### src/design/ghp_pkg.sv
// Shared types and constants for the grayscale histogram with peak.
`timescale 1ns / 1ps
package ghp_pkg;

  localparam int BINS_DEF       = 256;
  localparam int COUNT_BITS_DEF = 20;
  localparam int PIXEL_W        = 8;
  localparam int ACTION_W       = 2;
  localparam int OUT_W          = 20;

  typedef enum logic [ACTION_W-1:0] {
    ACT_ADD   = 2'd0,
    ACT_READ  = 2'd1,
    ACT_CLEAR = 2'd2
  } act_t;

  typedef enum logic [1:0] {
    ST_CLEAR,
    ST_IDLE,
    ST_ADD,
    ST_READ
  } state_t;

  typedef struct packed {
    logic load;
    logic sel_pixel;
    logic add_wr;
    logic clr_wr;
    logic out_load;
  } cmd_t;

  typedef struct packed {
    logic clr_last;
    logic out_free;
  } sts_t;

endpackage

### src/design/ghp_ctrl.sv
// Controller state machine: accept, read-modify-write, result and clear sequencing.
`timescale 1ns / 1ps
module ghp_ctrl (
  input  logic                         clk,
  input  logic                         rst,
  input  logic                         in_valid,
  input  logic [ghp_pkg::ACTION_W-1:0] action,
  output logic                         in_ready,
  input  ghp_pkg::sts_t                sts,
  output ghp_pkg::cmd_t                cmd
);
  import ghp_pkg::*;

  state_t state;
  state_t state_next;

  always_ff @(posedge clk) begin
    if (rst) begin
      state <= ST_CLEAR;
    end else begin
      state <= state_next;
    end
  end

  always_comb begin
    state_next = state;
    unique case (state)
      ST_CLEAR: begin
        if (sts.clr_last) state_next = ST_IDLE;
      end
      ST_IDLE: begin
        if (in_valid) begin
          unique case (action)
            ACT_ADD:   state_next = ST_ADD;
            ACT_READ:  state_next = ST_READ;
            ACT_CLEAR: state_next = ST_CLEAR;
            default:   state_next = ST_IDLE;
          endcase
        end
      end
      ST_ADD: begin
        state_next = ST_IDLE;
      end
      ST_READ: begin
        if (sts.out_free) state_next = ST_IDLE;
      end
      default: state_next = ST_CLEAR;
    endcase
  end

  always_comb begin
    in_ready      = 1'b0;
    cmd           = '0;
    cmd.sel_pixel = (action == ACT_ADD);
    unique case (state)
      ST_CLEAR: cmd.clr_wr = 1'b1;
      ST_IDLE: begin
        in_ready = 1'b1;
        cmd.load = in_valid;
      end
      ST_ADD:   cmd.add_wr = 1'b1;
      ST_READ:  cmd.out_load = sts.out_free;
      default: ;
    endcase
  end

endmodule

### config.mk
export PLATFORM = sky130hd
export DESIGN_NAME = ghp_ctrl
export DESIGN_NICKNAME = d
export VERILOG_FILES = /design/src/design/ghp_pkg.sv /design/src/design/ghp_ctrl.sv
export SDC_FILE = /design/constraint.sdc
export NUM_CORES = 1
export LEC_CHECK = 0
export BUFFER_PORTS_ARGS = -buffer_cell sky130_fd_sc_hd__buf_2
export CORE_AREA = 4 4 41 43
export CTS_CLUSTER_SIZE = 40
export DETAILED_ROUTE_END_ITERATION = 8
export DIE_AREA = 0 0 45 47
export SKIP_CTS_REPAIR_TIMING = 1
export SYNTH_ARGS = -nofsm -noshare
export SYNTH_HDL_FRONTEND = slang
export SYNTH_SLANG_ARGS = --single-unit
### constraint.sdc
create_clock -name clk -period 1.2 [get_ports clk]
set_input_delay 0.24 -clock clk [delete_from_list [all_inputs] [get_ports clk]]
set_output_delay 0.24 -clock clk [all_outputs]
set_load 0.1 [all_outputs]
==> impl_metrics.ini, run 1 <==
[pwr]
power.density_mw_per_mm2 = 1110
switching_power_uw = 155
p_leak_uw = 0.000165
power_uw = 412
p_comb_frac = 0.448
intPower_uw = 257
pwr-share-seq = 0.181
ir_drop_v = 0.000399
clkPwrFrac = 0.371
swShare = 0.377

[floorplanning]
core.rowCount = 13
core_mm2 = 0.00130
die_w_um = 45
ioPinCount = 13
initial_core_util = 0.0894
die_h_um = 47
die_area_mm2 = 0.00212

[global_routing]
grt_pass1_vias = 178
grt_first_pass_wirelength_um = 765
grt_max_degree = 8
antenna_found_initial = 0
grt_use_total = 0.0583
grt_overflow_total = 0

[sta]
clock_skew_ns = 0.00147
tightest_slew_ns = 0.201
clock.fmax_mhz = 777
fin_crit_ns = 1.29
finalSetupViolCount = 5
fin_crit_sh = 1.07
rsz0062_at_grt = yes
tns_ns = -0.350
layout_setup_ws_ns = -0.0878
drv_slew = 0
hold_viol = 0
maxSlewHeadroom = 0.865

[clocking]
clk_pin_slew_ns = 0.03
clockBufferDepth = 2
clk_latency_ns = 0.23
cts_htree_levels = 1
cts_buffers = 3
cts_tree = built
cts_sinks = 2
cts-root-buf = clkbuf_4

[worst_setup_path]
required_ns = 0.96
cp_max_fo = 4
r2r-start = state[1]$_SDFFE_PP0P_
worstPathCellList = nor2b_4 > and2_4 > buf_12
cp-start-kind = flop
crit_path_start = state[0]$_SDFFE_PP0P_
cpMaxStageDelayCell = dfxtp_2
critPathKind = flop to output port
end_kind = output port
worstPathArrival_ns = 1.05
critPathMaxStageDelay_ns = 0.34

[synth]
synth-warning-count = 0
yosys-top-cells-area = dfxtp_1 34%, nand2b_1 11%, nor2b_1 11%, a311oi_1 7.5%, or3b_1 7.5%
netlist.area_leader.share = 0.344
synth_area_per_cell_um2 = 7.76
synthMuxAreaShare = 0
synth_cell_types = 11
synth_xor_area_frac = 0
synth-compound-area-share = 0.118
synth_fa_ha_area_frac = 0
syn_inst = 15
synthesis.nets = 22
synth_top_family_by_area = simple AND/OR/NAND/NOR gates
netlist_area_um2 = 116
ys_ff_latch = 2
synth-simple-area-share = 0.505
synth_area_leader_cell = dfxtp_1
yosysSeqAreaShare = 0.344

[layout]
layout.nets = 43
syn2layout_area_growth_pct = 218
stdcell_area_um2 = 370
reg_top3 = state (2)
largest_register_ffs = 2
regMostFlops = state
drive_gt1_frac = 0.794
antennaDiodeCount = 0

[placement]
portBuffers = 12
place_area_um2 = 318
place.gp.congestion = 0.712

[route]
first_pass_iters = 2
wl_per_cell_um = 9.10
via_per_inst = 3.55
drtAntennaViolNets = 0
vias = 174
drc = 0
drt_first_iter_violations = 1
wl_um = 446

[run_status]
outcome = complete, but fails checks
violations = setup timing

[hold_path]
hold_path_class = primary input to flop
worstHoldStart = rst

[run]
maxCapViolations = 0
[metrics by stage]
step | setup WS [ns] | hold WS, ns | std cells | util
3_5_place_dp | 0.0550 | 0.411 | 43 | 0.244
4_1_cts | -0.197 | 0.162 | 46 | 0.262
3_3_place_gp | 0.0620 | 0.408 | 43 | 0.244
6_report | -0.0878 | 0.176 | 49 | 0.285
2_1_floorplan | -0.414 | 0.305 | 15 | -
5_1_grt | -0.145 | 0.183 | 49 | 0.285
[cell usage after synthesis]
cell type and instances:
dfxtp_1 2, nand2b_1 2, nor2_1 2, nor2b_1 2, a21oi_1 1, a311oi_1 1
and2_1 1, and3_1 1, inv_1 1, nor3_1 1, or3b_1 1
[area by class of cell]
| type | instances | area (µm²) |
|---|---|---|
| flip-flops and latches | 2 | 45.0 |
| inverters | 1 | 3.75 |
| well taps | 15 | 18.8 |
| repair buffers | 16 | 180 |
| multi-input cells | 12 | 100 |
| fillers | 151 | 931 |
| clock buffers | 3 | 22.5 |
[path summary, 6_finish.rpt]
path | endpoint | slack [ns] | depth (start not counted)
setup reg to reg | state[1]$_SDFFE_PP0P_ | 0.25 | 2
hold / removal | state[0]$_SDFFE_PP0P_ | 0.18 | 2
setup / recovery | cmd[4] | -0.09 | 3
hold reg to reg | state[1]$_SDFFE_PP0P_ | 0.46 | 2
[worst max-delay path: cells and delay by family, from the launching register on]
| family | cells | cell delay (ns) |
|---|---|---|
| flip-flops | 1 | 0.34 |
| AND/OR/NAND/NOR | 2 | 0.32 |
| buffers and inverters | 1 | 0.16 |
[cell usage in the layout, fill, tap and decap left out, drive strengths merged]
master | netlist | routed
inv | 1 | 1
nor2b | 2 | 2
buf | 0 | 16
clkbuf | 0 | 3
and3 | 1 | 1
nand2b | 2 | 2
dfxtp | 2 | 2
or3b | 1 | 1
a21oi | 1 | 1
nor2 | 2 | 2
and2 | 1 | 1
nor3 | 1 | 1
a311oi | 1 | 1
[per-layer routing]
layer | global-route usage | up-vias | wire [µm]
met1 | 0.0587 | 74 | 183
met5 | 0 | - | 0
met4 | 0.0526 | 0 | 0
met3 | 0.0651 | 0 | 67
met2 | 0.0621 | 10 | 195
li1 | - | 90 | -
[power by group through the flow]
stage / registers, µW / clock network, µW / logic [µW]
6_report: 74.8 / 153 / 185
5_1_grt: 75.5 / 174 / 193
4_1_cts: 76.2 / 168 / 173
3_5_place_dp: 77.2 / 0 / 173
3_3_place_gp: 77.1 / 0 / 173
2_1_floorplan: 77.7 / 0 / 102
[logic make-up (layout without fill, tap and decap cells)]
kind of cell / count (synthesis) / after routing
compound gates: 2 / 2
flops: 2 / 2
buf+inv: 1 / 20
simple gates: 10 / 10
Power figures use the tool's default switching activity.
==> run 2, diff against run 1 <==
==> constraint.sdc (replaced) <==
create_clock -name clk -period 1.2 [get_ports clk]
set_input_delay 0.12 -clock clk [delete_from_list [all_inputs] [get_ports clk]]
set_output_delay 0.12 -clock clk [all_outputs]
set_load 0.1 [all_outputs]
==> run 2 against run 1 <==
  * The run now ends clean
  * Maximum frequency is 8.3% higher
  * Worst setup slack better by 0.099 ns
  * Sequential share of layout area is 1.7 points higher
  * Clock skew is 0.0013 ns higher
  * Routed wire length is 9.0% lower
  * Sequential power is 3.6% higher
==> impl_metrics.ini, run 2 (synthesized netlist as in run 1, its figures left out) <==
[route]
via_per_inst = 3.48
first_pass_iters = 1
wl_um = 406
drc = 0
wl_per_cell_um = 8.83
drt_first_iter_violations = 0
vias = 160
drtAntennaViolNets = 0

[floorplanning]
core_mm2 = 0.00130
die_area_mm2 = 0.00212
ioPinCount = 13
core.rowCount = 13
die_w_um = 45
die_h_um = 47
initial_core_util = 0.0894

[global_routing]
antenna_found_initial = 0
grt_max_degree = 8
grt_overflow_total = 0
grt_pass1_vias = 170
grt_use_total = 0.0528
grt_first_pass_wirelength_um = 690

[worst_setup_path]
path_delay_family = flip-flops
crit_buf_inv = 1
critPathKind = flop to output port
cpMaxStageDelayCell = dfxtp_4
end_kind = output port
cp_max_fo = 6
worstPathCellList = nor2b_4 > and2_4 > buf_12
critPathMaxStageDelay_ns = 0.36
required_ns = 1.08
worstPathArrival_ns = 1.07
cp-start-kind = flop

[sta]
maxSlewHeadroom = 0.680
finalSetupViolCount = 0
hold_ws_ns = 0.0540
rsz0062_at_grt = yes
tightest_slew_ns = 0.484
fin_crit_sh = 0.991
clock_skew_ns = 0.00277
fin_crit_ns = 1.19
clock.fmax_mhz = 841
drv_slew = 0
hold_viol = 0
layout_setup_ws_ns = 0.0109

[clocking]
clk_latency_ns = 0.22
cts_tree = built
cts-root-buf = clkbuf_4
cts_buffers = 3
clockBufferDepth = 2
cts_sinks = 2
cts_htree_levels = 1
clk_pin_slew_ns = 0.03

[pwr]
clkPwrFrac = 0.384
p_leak_uw = 0.000147
swShare = 0.379
ir_drop_v = 0.000409
switching_power_uw = 148
power.density_mw_per_mm2 = 1200
intPower_uw = 242
p_comb_frac = 0.417
pwr-share-seq = 0.199

[layout]
reg_top3 = state (2)
layout.nets = 40
syn2layout_area_growth_pct = 178
drive_gt1_frac = 0.774
largest_register_ffs = 2
antennaDiodeCount = 0
layout_common_cells = 7 x buf_2, 5 x buf_12, 3 x clkbuf_4
final_common_cell = buf_2
regMostFlops = state

[placement]
place_ws_ns = 0.179
place.gp.congestion = 0.593
portBuffers = 12

[hold_path]
hold_path_class = primary input to flop

[run_status]
outcome = finished, final reports clean

[run]
maxCapViolations = 0
==> run 2: power by group through the flow <==
stage                     Clock, µW  Sequential [µW]  Combinational, µW
after global routing            167             78.2                168
after global placement            0             78.3                159
after detailed placement          0             79.1                159
after floorplan                   0             77.7                101
after CTS                       163             78.1                159
final                           150             77.5                162
==> run 2: final cells by class <==
type / count / area, µm²
Fill cell: 151 / 977
Multi-Input combinational cell: 12 / 91.3
Sequential cell: 2 / 45.0
Timing Repair Buffer: 13 / 143
Tap cell: 15 / 18.8
Inverter: 1 / 3.75
Clock buffer: 3 / 22.5
==> run 2: layer usage <==
layer  up-vias  track usage  routed length (µm)
met5         -            0                   0
met4         0       0.0877                   0
met3         0       0.0230                  48
met2        11       0.0621                 168
met1        66       0.0543                 189
li1         83            -                   -
==> run 2: final timing paths <==
path / startpoint / end / slack (ns) / cells after the start
hold / removal: rst / state[0]$_SDFFE_PP0P_ / 0.05 / 2
setup / recovery: state[0]$_SDFFE_PP0P_ / cmd[4] / 0.01 / 3
setup reg to reg: state[1]$_SDFFE_PP0P_ / state[1]$_SDFFE_PP0P_ / 0.25 / 2
hold reg to reg: state[0]$_SDFFE_PP0P_ / state[1]$_SDFFE_PP0P_ / 0.50 / 2
==> run 2: metrics by stage <==
step	power (µW)	instances	instance area, µm²	utilization	TNS [ns]
final	389	46	324	0.249	0
after global placement	237	42	290	0.223	0
after detailed placement	238	42	290	0.223	0
after global routing	414	46	324	0.249	-0.0436
after floorplan	179	15	136	-	-0.634
after CTS	400	45	313	0.240	-0.204
==> run 3, diff against run 2 <==
--- a/config.mk
+++ b/config.mk
@@ -5,11 +5,13 @@
 export SDC_FILE = /design/constraint.sdc
 export NUM_CORES = 1
 export LEC_CHECK = 0
+export ABC_AREA = 1
 export BUFFER_PORTS_ARGS = -buffer_cell sky130_fd_sc_hd__buf_2
 export CORE_AREA = 4 4 41 43
 export CTS_CLUSTER_SIZE = 40
 export DETAILED_ROUTE_END_ITERATION = 8
 export DIE_AREA = 0 0 45 47
+export GPL_TIMING_DRIVEN = 0
 export SKIP_CTS_REPAIR_TIMING = 1
 export SYNTH_ARGS = -nofsm -noshare
 export SYNTH_HDL_FRONTEND = slang
==> run 3 against run 2 <==
  * The run now ends with setup timing left
  * Critical endpoint is now cmd[0]
  * Flip-flop and latch count unchanged
  * Worst hold slack improved by 0.095 ns
  * Synthesized cell count increased by 87%
  * Sequential power increased by 7.4%
  * Global-route usage increased by 0.48 points
  * Clock power about the same
  * Clock skew decreased by 0.00094 ns
  * Utilization increased by 3.2 points
  * Design area increased by 13%
  * Register-to-register slack about the same
  * Highest routed layer unchanged
  * Power increased by 2.2%
  * Critical path depth unchanged
==> impl_metrics.ini, run 3 <==
[run_status]
outcome = complete, but fails checks
violations = setup timing

[pwr]
power.density_mw_per_mm2 = 1090
swShare = 0.433
switching_power_uw = 172
intPower_uw = 226
pwr-share-seq = 0.209
p_comb_frac = 0.420
clkPwrFrac = 0.371
power_uw = 398
ir_drop_v = 0.000296
p_leak_uw = 0.000187

[sta]
hold_viol = 0
layout_setup_ws_ns = -0.0972
finalSetupViolCount = 1
drv_slew = 0
tightest_slew_ns = 0.485
fin_crit_sh = 1.08
maxSlewHeadroom = 0.679
fin_crit_ns = 1.30
clock_skew_ns = 0.00183
rsz0062_at_grt = yes
clock.fmax_mhz = 771

[global_routing]
grt_first_pass_wirelength_um = 759
grt_use_total = 0.0576
grt_overflow_total = 0
grt_max_degree = 8
antenna_found_initial = 0
grt_pass1_vias = 194

[layout]
final_common_cell = inv_1
syn2layout_area_growth_pct = 139
reg_top3 = state (2)
layout_common_cells = 9 x inv_1, 7 x buf_2, 3 x nor2_4, 3 x nand3_1, 3 x clkbuf_4
antennaDiodeCount = 0
regMostFlops = state
largest_register_ffs = 2
layout.nets = 52
drive_gt1_frac = 0.605

[synth]
synthesis.nets = 35
synth-warning-count = 0
synthTopCellsByCount = 10 x inv_1, 5 x nor2_1, 4 x nand3_1
synth_cell_types = 9
synth_most_common_cell = inv_1
netlist.area_leader.share = 0.262
netlist_area_um2 = 153
synth_edf_count = 0
synth-main-ff-cell = dfxtp_1
yosys-top-cells-area = dfxtp_1 26%, inv_1 25%, nand3_1 13%, nor2_1 12%, nor3_1 6.6%
yosysSeqAreaShare = 0.262
async_flop_share = 0
syn_inst = 28
synth_area_per_cell_um2 = 5.45
ys_ff_latch = 2
synth_area_leader_cell = dfxtp_1

[route]
via_per_inst = 3.76
vias = 218
drc = 0
wl_um = 472
drtAntennaViolNets = 0
first_pass_iters = 2
wl_per_cell_um = 8.14
drt_first_iter_violations = 2

[worst_setup_path]
critPathKind = flop to output port
required_ns = 1.08
worstPathArrival_ns = 1.18
cp-start-kind = flop
cp_max_fo = 5
end_kind = output port

[run]
maxCapViolations = 0

[clocking]
clk_pin_slew_ns = 0.03
cts_htree_levels = 1
cts_sinks = 2
clk_latency_ns = 0.22
cts_tree = built
cts_buffers = 3
clockBufferDepth = 2
cts-root-buf = clkbuf_4

[hold_path]
hold_path_class = primary input to flop

[floorplanning]
die_w_um = 45
ioPinCount = 13
die_h_um = 47
core.rowCount = 13
core_mm2 = 0.00130
die_area_mm2 = 0.00212
initial_core_util = 0.117

[placement]
portBuffers = 12
place.gp.congestion = 0.633
place_ws_ns = -0.0620
dpl.hpwl_um = 385
==> run 3: path summary, 6_finish.rpt <==
check             slack (ns)  cells after the start             startpoint                    end
setup / recovery        -0.1                      3  state[1]$_SDFFE_PP0P_                 cmd[0]
hold / removal          0.15                      4                    rst  state[1]$_SDFFE_PP0P_
setup reg to reg        0.25                      5  state[1]$_SDFFE_PP0P_  state[1]$_SDFFE_PP0P_
hold reg to reg         0.62                      4  state[1]$_SDFFE_PP0P_  state[1]$_SDFFE_PP0P_
==> run 3: power groups by stage <==
| stage | clock (µW) | combinational, µW | sequential (µW) |
|---|---|---|---|
| 2_1_floorplan | 0 | 127 | 82.7 |
| 3_3_place_gp | 0 | 151 | 84.0 |
| 3_5_place_dp | 0 | 152 | 84.2 |
| 4_1_cts | 161 | 152 | 83.3 |
| 5_1_grt | 173 | 176 | 84.1 |
| 6_report | 148 | 167 | 83.2 |
==> run 3: final cells by class <==
cell class / count / area, µm²
well taps: 15 / 18.8
multi-input cells: 16 / 125
clock buffers: 3 / 22.5
repair buffers: 12 / 109
fillers: 148 / 936
inverters: 10 / 42.5
flip-flops and latches: 2 / 47.5
==> run 3: layer usage <==
metal,vias to the layer above,global-route usage,wire length (µm)
met2,6,0.0791,266
li1,115,-,-
met1,97,0.0476,167
met4,0,0.0702,0
met3,0,0.0460,38
met5,-,0,0
==> run 3: logic make-up after synthesis <==
kind of cell	share of synthesized area
buffers and inverters	0.246
flip-flops	0.262
AND/OR/NAND/NOR	0.492
==> run 3: critical path, cell delays in order, from the launching register on <==
cell and delay, ns:
dfxtp_4 0.39, inv_1 0.14, nor3_4 0.22, buf_12 0.20
==> run 3: per-stage QoR <==
step                hold slack, ns  std cells  TNS, ns   util  area [µm²]
detailed placement           0.381         55  -0.0620  0.226         294
floorplan                    0.278         28   -0.369      -         215
global route                 0.151         58   -0.208  0.281         365
finish                       0.149         58  -0.0972  0.281         365
global placement             0.377         55  -0.0545  0.226         294
CTS                          0.141         58   -0.870  0.243         317
